[config.mk]
export PLATFORM = sky130hd
export DESIGN_NAME = positional_list_engine
export DESIGN_NICKNAME = d
export VERILOG_FILES = /design/src/rtl/ple_pkg.sv /design/src/rtl/ple_cell.sv /design/src/rtl/positional_list_engine.sv
export VERILOG_INCLUDE_DIRS = /design/src /design/src/rtl
export SDC_FILE = /design/constraint.sdc
export NUM_CORES = 2
export LEC_CHECK = 0
export BUFFER_PORTS_ARGS = -buffer_cell sky130_fd_sc_hd__buf_2
export CAP_MARGIN = 20
export CELL_PAD_IN_SITES_DETAIL_PLACEMENT = 0
export CELL_PAD_IN_SITES_GLOBAL_PLACEMENT = 1
export CORE_MARGIN = 4
export CORE_UTILIZATION = 40
export CTS_CLUSTER_SIZE = 8
export DETAILED_ROUTE_END_ITERATION = 7
export PLACE_DENSITY = 0.65
export SYNTH_ARGS = -nofsm -noshare
export SYNTH_HDL_FRONTEND = slang
export SYNTH_SLANG_ARGS = --single-unit
export TNS_END_PERCENT = 50
[constraint.sdc]
create_clock -name clk -period 5.7 [get_ports clk]
set_input_delay 0.855 -clock clk [delete_from_list [all_inputs] [get_ports clk]]
set_output_delay 0.855 -clock clk [all_outputs]
set_load 0.01 [all_outputs]
[src/rtl/positional_list_engine_assert.svh]
// Assertion macros for the positional list engine.
// Each macro expands to one labeled concurrent assertion that reports by $error.
`ifndef POSITIONAL_LIST_ENGINE_ASSERT_SVH
`define POSITIONAL_LIST_ENGINE_ASSERT_SVH

// Check a property on every rising edge, disabled while reset is applied.
`define PLE_ASSERT(lbl, clk, rst_n, prop, msg) \
  lbl: assert property (@(posedge clk) disable iff (!rst_n) prop) else $error(msg);

// Check a property on every rising edge, reset included.
`define PLE_ASSERT_ALWAYS(lbl, clk, prop, msg) \
  lbl: assert property (@(posedge clk) prop) else $error(msg);

`endif

[src/rtl/ple_pkg.sv]
// ----------------------------------------------------------------------------
// ple_pkg
// Shared types and codes of the positional list engine: request and result
// words, request and status codes, and the per-cell control word.
// ----------------------------------------------------------------------------
`default_nettype none

package ple_pkg;

  localparam int DEPTH_DEF       = 64;
  localparam int HANDLE_BITS_DEF = 11;

  // Request codes
  localparam logic [2:0] REQ_INS_HEAD = 3'd0;
  localparam logic [2:0] REQ_INS_TAIL = 3'd1;
  localparam logic [2:0] REQ_INS_POS  = 3'd2;
  localparam logic [2:0] REQ_REM_HEAD = 3'd3;
  localparam logic [2:0] REQ_REM_TAIL = 3'd4;
  localparam logic [2:0] REQ_REM_POS  = 3'd5;

  // Status codes
  localparam logic [1:0] ST_DONE = 2'd0;
  localparam logic [1:0] ST_NONE = 2'd1;
  localparam logic [1:0] ST_FULL = 2'd2;

  typedef struct packed {
    logic [2:0]  req_type;
    logic [6:0]  position;
    logic [10:0] handle;
  } req_word_t;

  typedef struct packed {
    logic [1:0]  status;
    logic [10:0] removed_handle;
    logic [6:0]  entry_count;
  } rsp_word_t;

  typedef enum logic [1:0] {
    CELL_HOLD,
    CELL_INSERT,
    CELL_REMOVE
  } cell_op_t;

  typedef struct packed {
    logic     apply;
    cell_op_t op;
  } cell_ctl_t;

endpackage

`default_nettype wire

[src/rtl/ple_cell.sv]
// ----------------------------------------------------------------------------
// ple_cell
// One entry of the list chain. On an insert, cells past the insert point take
// their left neighbor and the cell at the point loads the new handle; on a
// remove, cells from the point on take their right neighbor. The cell at a
// remove point drives its entry onto the pick output, else zero.
// ----------------------------------------------------------------------------
`default_nettype none

module ple_cell #(
  parameter int INDEX       = 0,
  parameter int HANDLE_BITS = ple_pkg::HANDLE_BITS_DEF,
  parameter int CMP_W       = 7
) (
  input  wire logic                   clk,
  input  wire ple_pkg::cell_ctl_t     ctl_i,
  input  wire logic [CMP_W-1:0]       at_i,
  input  wire logic [HANDLE_BITS-1:0] new_i,
  input  wire logic [HANDLE_BITS-1:0] left_i,
  input  wire logic [HANDLE_BITS-1:0] right_i,
  output logic      [HANDLE_BITS-1:0] entry_o,
  output logic      [HANDLE_BITS-1:0] pick_o
);

  localparam logic [CMP_W-1:0] IDX = CMP_W'(INDEX);

  logic [HANDLE_BITS-1:0] entry_r;
  logic [HANDLE_BITS-1:0] entry_nxt;

  always_comb begin
    entry_nxt = entry_r;
    if (ctl_i.apply) begin
      unique case (ctl_i.op)
        ple_pkg::CELL_INSERT: begin
          if (IDX > at_i) begin
            entry_nxt = left_i;
          end else if (IDX == at_i) begin
            entry_nxt = new_i;
          end
        end
        ple_pkg::CELL_REMOVE: begin
          if (IDX >= at_i) begin
            entry_nxt = right_i;
          end
        end
        default: entry_nxt = entry_r;
      endcase
    end
  end

  // Payload only: entries above the count are never read.
  always_ff @(posedge clk) begin
    entry_r <= entry_nxt;
  end

  assign entry_o = entry_r;
  assign pick_o  = (ctl_i.op == ple_pkg::CELL_REMOVE && IDX == at_i) ? entry_r : '0;

endmodule

`default_nettype wire

[src/rtl/positional_list_engine.sv]
// ----------------------------------------------------------------------------
// positional_list_engine
// Ordered list of up to DEPTH handles held in a shifting chain of cells.
// Inserts and removes at head, tail or a position, one result word per request.
// ----------------------------------------------------------------------------
//   channel  direction  word        handshake
//   in_      input      req_word_t  in_valid / in_stall
//   out_     output     rsp_word_t  out_valid / out_stall
//
// The whole cell chain shifts at the accept edge
// and the result word is registered at that same edge.
// The removed handle is picked from the cell at the remove point through an OR
// of the cell outputs.
// Reset clears the count and the output valid; cell contents are not reset.
// in_stall rises only while a result word waits and out_stall is high.
`default_nettype none

`include "positional_list_engine_assert.svh"

module positional_list_engine #(
  parameter int DEPTH       = ple_pkg::DEPTH_DEF,
  parameter int HANDLE_BITS = ple_pkg::HANDLE_BITS_DEF
) (
  input  wire logic               clk,
  input  wire logic               rst_n,
  input  wire logic               in_valid,
  output logic                    in_stall,
  input  wire ple_pkg::req_word_t in_data,
  output logic                    out_valid,
  input  wire logic               out_stall,
  output ple_pkg::rsp_word_t      out_data
);

  localparam int CNT_W = $clog2(DEPTH + 1);
  localparam int CMP_W = (CNT_W > 7) ? CNT_W : 7;

  logic [CNT_W-1:0]       count_r;
  logic [CNT_W-1:0]       count_nxt;
  logic                   out_valid_r;
  ple_pkg::rsp_word_t     out_data_r;
  logic                   accept;
  logic                   full;
  logic [CMP_W-1:0]       cnt_ext;
  logic [CMP_W-1:0]       pos_ext;
  logic [CMP_W-1:0]       at;
  logic [1:0]             status;
  ple_pkg::cell_ctl_t     ctl;
  logic [HANDLE_BITS-1:0] new_handle;
  logic [HANDLE_BITS-1:0] removed;
  logic [HANDLE_BITS-1:0] entry_q [DEPTH];
  logic [HANDLE_BITS-1:0] pick_q  [DEPTH];

  assign in_stall = out_valid_r && out_stall;
  assign accept   = in_valid && !in_stall;
  assign full     = (count_r == CNT_W'(DEPTH));
  assign cnt_ext  = CMP_W'(count_r);
  assign pos_ext  = CMP_W'(in_data.position);
  assign new_handle = HANDLE_BITS'(in_data.handle);

  always_comb begin
    logic ins;
    logic rem;
    ins       = 1'b0;
    rem       = 1'b0;
    at        = '0;
    status    = ple_pkg::ST_NONE;
    count_nxt = count_r;
    unique case (in_data.req_type)
      ple_pkg::REQ_INS_HEAD: begin
        ins = 1'b1;
      end
      ple_pkg::REQ_INS_TAIL: begin
        ins = 1'b1;
        at  = cnt_ext;
      end
      ple_pkg::REQ_INS_POS: begin
        if (pos_ext <= cnt_ext) begin
          ins = 1'b1;
          at  = pos_ext;
        end
      end
      ple_pkg::REQ_REM_HEAD: begin
        rem = (count_r != '0);
      end
      ple_pkg::REQ_REM_TAIL: begin
        rem = (count_r != '0);
        at  = cnt_ext - CMP_W'(1);
      end
      ple_pkg::REQ_REM_POS: begin
        if (pos_ext < cnt_ext) begin
          rem = 1'b1;
          at  = pos_ext;
        end
      end
      default: begin
        ins = 1'b0;
      end
    endcase

    ctl.apply = accept;
    ctl.op    = ple_pkg::CELL_HOLD;
    if (ins) begin
      if (full) begin
        status = ple_pkg::ST_FULL;
      end else begin
        ctl.op    = ple_pkg::CELL_INSERT;
        status    = ple_pkg::ST_DONE;
        count_nxt = count_r + CNT_W'(1);
      end
    end else if (rem) begin
      ctl.op    = ple_pkg::CELL_REMOVE;
      status    = ple_pkg::ST_DONE;
      count_nxt = count_r - CNT_W'(1);
    end
  end

  for (genvar i = 0; i < DEPTH; i++) begin : g_cell
    logic [HANDLE_BITS-1:0] left_d;
    logic [HANDLE_BITS-1:0] right_d;

    if (i == 0) begin : g_head
      assign left_d = '0;
    end else begin : g_mid_l
      assign left_d = entry_q[i-1];
    end

    if (i == DEPTH - 1) begin : g_tail
      assign right_d = '0;
    end else begin : g_mid_r
      assign right_d = entry_q[i+1];
    end

    ple_cell #(
      .INDEX       (i),
      .HANDLE_BITS (HANDLE_BITS),
      .CMP_W       (CMP_W)
    ) u_cell (
      .clk     (clk),
      .ctl_i   (ctl),
      .at_i    (at),
      .new_i   (new_handle),
      .left_i  (left_d),
      .right_i (right_d),
      .entry_o (entry_q[i]),
      .pick_o  (pick_q[i])
    );
  end

  // At most one cell drives a nonzero pick.
  always_comb begin
    removed = '0;
    for (int i = 0; i < DEPTH; i++) begin
      removed = removed | pick_q[i];
    end
  end

  always_ff @(posedge clk) begin
    if (!rst_n) begin
      count_r     <= '0;
      out_valid_r <= 1'b0;
    end else begin
      if (accept) begin
        count_r     <= count_nxt;
        out_valid_r <= 1'b1;
      end else if (!out_stall) begin
        out_valid_r <= 1'b0;
      end
    end
  end

  // Hold the word while stalled; load a new one on accept.
  always_ff @(posedge clk) begin
    if (accept) begin
      out_data_r.status         <= status;
      out_data_r.removed_handle <= 11'(removed);
      out_data_r.entry_count    <= 7'(count_nxt);
    end
  end

  assign out_valid = out_valid_r;
  assign out_data  = out_data_r;

  `PLE_ASSERT(a_count_bound, clk, rst_n, count_r <= CNT_W'(DEPTH), "count above depth")
  `PLE_ASSERT(a_full_keeps_count, clk, rst_n, accept && status == ple_pkg::ST_FULL |=> count_r == $past(count_r), "full insert changed count")
  `PLE_ASSERT(a_remove_count, clk, rst_n, accept && ctl.op == ple_pkg::CELL_REMOVE |=> count_r == $past(count_r) - CNT_W'(1), "remove did not drop count")
  `PLE_ASSERT(a_no_removed_word, clk, rst_n, accept && ctl.op != ple_pkg::CELL_REMOVE |=> out_data_r.removed_handle == '0, "removed handle without remove")

endmodule

`default_nettype wire
## After elaboration in Yosys (flattened, before gate mapping)

Cells that the tools add are included.

- Add/sub/neg operators: 2
- Multipliers: 0
- Div/mod/pow operators: 0
- $lt $le $gt $ge: 130
- Eq/ne operators: 200
- Shift-type cells: 0
- Mux-type cells: 338
- Bitwise logic cells: 63
- Reductions and logical operators: 137

Operators with widths:

| kind | number |
|---|---|
| 11-bit two-way mux | 256 |
| 11-bit case mux with 2 select lines | 64 |
| 11-bit OR | 63 |
| 4-bit AND reduction | 64 |
| 6-bit by 7-bit == test with 1-bit output (first input constant) | 32 |
| 6-bit by 7-bit greater-or-equal comparator with 1-bit output (first input constant) | 32 |
| 6-bit by 7-bit > comparator with 1-bit output (first input constant) | 32 |
| 3-bit by 1-bit inequality test with 1-bit output (second input constant) | 64 |
| 2-bit by 1-bit inequality test with 1-bit output (second input constant) | 65 |
| 5-bit by 7-bit == test with 1-bit output (first input constant) | 16 |
| 5-bit by 7-bit greater-or-equal comparator with 1-bit output (first input constant) | 16 |
| 5-bit by 7-bit > comparator with 1-bit output (first input constant) | 16 |
| 1-bit logical AND | 66 |
| 4-bit by 7-bit == test with 1-bit output (first input constant) | 8 |
| 4-bit by 7-bit greater-or-equal comparator with 1-bit output (first input constant) | 8 |
| 4-bit by 7-bit > comparator with 1-bit output (first input constant) | 8 |
| 7-bit two-way mux | 5 |
| 3-bit by 7-bit == test with 1-bit output (first input constant) | 4 |
| 3-bit by 7-bit greater-or-equal comparator with 1-bit output (first input constant) | 4 |
| 3-bit by 7-bit > comparator with 1-bit output (first input constant) | 4 |
| 7-bit case mux with 4 select lines | 1 |
| 2-bit by 7-bit == test with 1-bit output (first input constant) | 2 |
| 1-bit by 7-bit greater-or-equal comparator with 1-bit output (first input constant) | 2 |
| 2-bit by 7-bit greater-or-equal comparator with 1-bit output (first input constant) | 2 |
| other kinds (22) | 36 |

- Register bits after elaboration: 732
- Latch bits: 0
- Memory bits (writable): 0
- Bits in read-only memories: 0
- Bits of input ports: 25
- Output and inout port bits: 22
- Memories: 0

## Logic depth before layout (Yosys ltp)

- Word-level depth: 71
- Depth in mapped cells: 18

## Worst setup path before layout

Ideal clock, no wire load.

- Path type: input port to flip-flop
- From: input port in_data[17] in the netlist's numbering
- To: register g_cell[8].u_cell.entry_r[0], enable pin
- Setup time: 378 ps
- Arrival: 4,424 ps
- Data required time: 5,322 ps
- Slack: 898 ps
- Cell stages on the path: 15
- Path buffers: 4
- Cell sequence: ha_1 -> nand4_1 -> a21o_1 -> a21oi_2 -> buf_4 -> buf_6 -> buf_4 -> a211o_1 -> o2111ai_1 -> a41oi_2 -> o221ai_1 -> a21oi_1 -> buf_2 -> o21ai_0 -> nor2_1

- Word-level cells in the longest chain between the ends: 8
- Elaborated cells on any way between the ends: 20
- Those cells by class: order compare: 4; eq/ne: 5; mux: 9; reduce/logical: 2

RTL lines:

| what | line | source |
|---|---|---|
| start, declared | positional_list_engine.sv:28 | `input wire ple_pkg::req_word_t in_data,` |
| parallel branches: the longest is 7 deep, another holds 7-bit less-than comparator | n/a |  |
| 4-bit AND reduction (no line) * | n/a |  |
| end signal, assigned | ple_cell.sv:53 | `entry_r <= entry_nxt;` |
| end, declared | ple_cell.sv:27 | `logic [HANDLE_BITS-1:0] entry_r;` |

Every way passes the cells marked *.
A chain may end at the register's enable or synchronous reset.

## Worst setup path in the final report

- From: register count_r[3] (netlist: cnt_ext[3])
- To: register g_cell[52].u_cell.entry_r[10] (data pin)

- Word-level cells in the longest chain between the ends: 7
- Elaborated cells on any way between the ends: 20
- Those cells by class: add/sub: 1; order compare: 3; eq/ne: 3; mux: 12; reduce/logical: 1

RTL lines:

| what | line | source |
|---|---|---|
| start, declared | positional_list_engine.sv:37 | `logic [CNT_W-1:0] count_r;` |
| start signal, assigned | positional_list_engine.sv:163 | `count_r <= count_nxt;` |
| parallel branches: the longest is 6 deep, another holds 7-bit less-than comparator | n/a |  |
| 11-bit case mux with 2 select lines * | ple_cell.sv:33 | `unique case (ctl_i.op)` |
| end signal, assigned | ple_cell.sv:53 |  |
| end, declared | ple_cell.sv:27 |  |

Marks and branches as above.

==> metrics.txt <==
NetSw=6.231 mW; I/O Buffers=46; Slew @ Worst Pin=1.341 ns; initial antenna violation count=44; beginning of the worst hold path=in_valid; row count=121; vias per std cell=7.239; worst reg2reg startpoint=cnt_ext[3]; minimum clock period=5.598 ns; endpoint type of the worst setup path=register; Mapped Cells=4,368; htree depth=3; Max-slew headroom=about 10%; Worst setup SP type=register; period utilisation layout=98.21%; Mapped Area=43,880 um^2; DP Cell Count=between 5,000 and 6,000; part of the power in registers=45.8%; Reg2Reg Capture Point=g_cell[52].u_cell.entry_o[10]; CTS root buffer=clkbuf_16; sequential fraction of the synthesis area=around 50%; Switching Share=35.42%; Primary FF master, synth=edfxtp_1; final hold viol count=0; max-cap check violation count=0; Placer Congestion=1.165; CTS Buffer Depth=3; Post-Route WL=294,500 um; register bit count reported by yosys=732; DRC=3; total vias in the final route=43,019; Filler cells=around 10,000; RSZ-0062 raised after global routing=false; Final Max Slew Viols=0; power share of the clock group=32.8%; endpoints failing setup=0; Power Density=around 350 nW/um^2; GRT Util Overall=49.55%; clk sinks=732; Post-synth ARST share=0%; clk_skew=about 0.033 ns; vias in the first global route=38,138; Die W=339.2 um; DIE AREA=115,100 um^2; DRT iter0 DRCs=8,785; CTS tree=yes; drt wl/cell=slightly below 50 um; Max VDD drop=~0.00025 V; starting density of the core=40.31%; largest net degree at the start of global routing=roughly 300; fin nets=approximately 4,500; Post-synth EDFFs=between 700 and 800; Worst-path clk slew=0.06 ns; Avg Cell Area, Syn=10.05 um^2; max frequency=178.6 MHz; Setup Buffers After CTS=0; Logic pwr share=21.4%; hold_buf cts=0; Leakage=18.39 nW; Arrival @ worst endpoint=6.03 ns; Hold Crit Depth=2; crit path kind=reg -> reg; unique cell type count in the Yosys netlist=102; CP Max Fanout=23; Pint=roughly 11 mW; Hold Slack=roughly 0.35 ns; core area=108,900 um^2; Area growth syn-to-layout=14.41%; share of post-route cells with drive strength above 1=13.27%; clock latency on the worst-skew pair=roughly 0.72 ns; Reg2Reg Setup Slack=0.10 ns; worst-case reg-to-reg path depth=17; CP required=6.13 ns; grt ovf=0; failing checks=design-rule violations; Mapped Nets=4,402; remaining antenna violation count=0; Final Non-Filler Cells=about 5,900; Hold Crit Class=in -> reg; Worst Hold Path EP=out_valid; hpwl dp=233,900 um; outcome=complete, but fails checks; Die Y=339.2 um; TritonCTS buffer count=103; router iterations before antenna repair=8; first-pass GRT wire length=380,500 um; yosys warns=0; # IOs=47
routing by layer:
layer  vias up  global-route usage, %  wire length [um]
met1     21375                  62.74            107500
met5         -                0.04167                66
met4        10                  37.61             28950
met2      3904                  69.62            118900
li1      16769                      -                 -
met3       961                  16.81             39080
metrics by stage:
stage	setup WS, ns	instance area, um^2	power, mW	setup TNS [ns]	util (%)
after floorplan	0.8979	43880	9.523	0	-
after global placement	-0.3196	47210	11.56	-1.295	43.37
after detailed placement	0.06229	47240	11.64	0	43.40
after CTS	0.1137	50090	17.31	0	46.02
after global routing	0.06124	50130	17.92	0	46.05
final	0.1020	50200	17.59	0	46.12
worst max-delay path: stages (launching register included):
cell and delay [ns]:
dfxtp_1 0.55, inv_1 0.23, ha_1 0.34, nand4_1 0.20
a21o_1 0.34, a21oi_2 0.23, buf_4 0.33, o211ai_2 0.30
buf_4 0.28, buf_4 0.17, nor4_1 0.58, a21oi_2 0.20
buf_4 0.26, a21boi_1 0.23, o21ai_1 0.36, buf_4 0.38
mux2i_1 0.22, o21ai_0 0.09
flip-flops by register name, summed over array words and instances, names as in the netlist:
name / cells
cnt_ext: 7
g_cell.u_cell.entry_o: 704
out_data: 20
out_valid: 1
cells by family (layout without fill, tap and decap cells):
group                      count (synthesis)  after routing  synth area share (%)
and+or+nand+nor                         1405           1405                 14.40
AOI/OAI and AO/OA                       1203           1203                 17.61
DFF                                      732            732                 49.91
muxes                                    616            616                 14.05
buffers and inverters                    400            531                 3.721
adders and majority gates                  9              9                0.2566
xor gates and xnor gates                   3              3               0.05989
other                                      0             30                     0
Yosys cell counts, drive strengths merged, types with 8 or more instances:
library cell,n,share of area [%]
or4,11,0.20
and4,17,0.34
o21ai,629,7.2
a32o,13,0.30
ha,9,0.26
nor2,178,1.5
nand4,47,0.68
a222oi,19,0.43
o211a,8,0.18
nor3,55,0.66
and2,29,0.41
nor4,22,0.37
nand2,822,7.0
dfxtp,8,0.36
mux2i,616,14
nand3,114,1.4
or3,10,0.14
o211ai,51,0.92
a2111oi,20,0.44
clkbuf,284,2.4
edfxtp,724,50
a21oi,60,0.73
a22oi,165,2.9
buf,98,1.1
nor2b,9,0.13
inv,18,0.15
a32oi,24,0.48
a21o,12,0.21
and3,47,0.69
a221oi,39,0.78
a31oi,47,0.73
a211oi,12,0.23
a21boi,9,0.16
a22o,46,0.92
power groups by stage:
stage	Sequential (mW)	Clock, mW	Combinational [mW]
floorplan	7.13	0	2.39
finish	8.06	5.76	3.77
global route	7.95	6.01	3.96
detailed placement	8.03	0	3.61
global placement	8.04	0	3.52
CTS	7.93	5.77	3.62
repair_timing:
| item | CTS | global route |
|---|---|---|
| pin swaps | 0 | 0 |
| gates resized for setup | 1 | 1 |
| endpoints found under the setup margin | 1 | 1 |
placed cells by master, fill, tap and decap left out, drive strengths merged, types with 24 or more instances in the layout:
master / instances
a32oi: 24
nand2: 822
a31oi: 47
nor3: 55
clkbuf: 114
mux2i: 616
a22oi: 165
nand4: 47
and2: 29
edfxtp: 724
and3: 47
nand3: 114
a21oi: 60
diode: 30
o211ai: 51
a22o: 46
nor2: 178
buf: 388
a221oi: 39
o21ai: 629
area by class of cell:
type	instances	area, um^2	share of cell area [%]
antenna	30	75.07	0.1495
sequential	732	21900	43.62
inverter	18	67.56	0.1346
multi-input combinational	3236	20600	41.04
timing repair buffer	388	2939	5.854
tap	1414	1769	3.524
clock buffer	114	2640	5.259
clock inverter	11	209.0	0.4162
how the worst max path moves through the flow:
stage	start	endpoint	slack, ns	depth (start not counted)
4_1_cts	cnt_ext[1]	out_data[13]	0.11	13
3_5_place_dp	cnt_ext[1]	out_data[13]	0.06	13
5_1_grt	cnt_ext[3]	out_data[9]	0.06	15
6_report	cnt_ext[3]	g_cell[52].u_cell.entry_o[10]	0.10	17
2_1_floorplan	in_data[17]	g_cell[8].u_cell.entry_o[0]	0.90	15
3_3_place_gp	in_data[15]	out_data[7]	-0.32	16
Power figures use the tool's default switching activity.
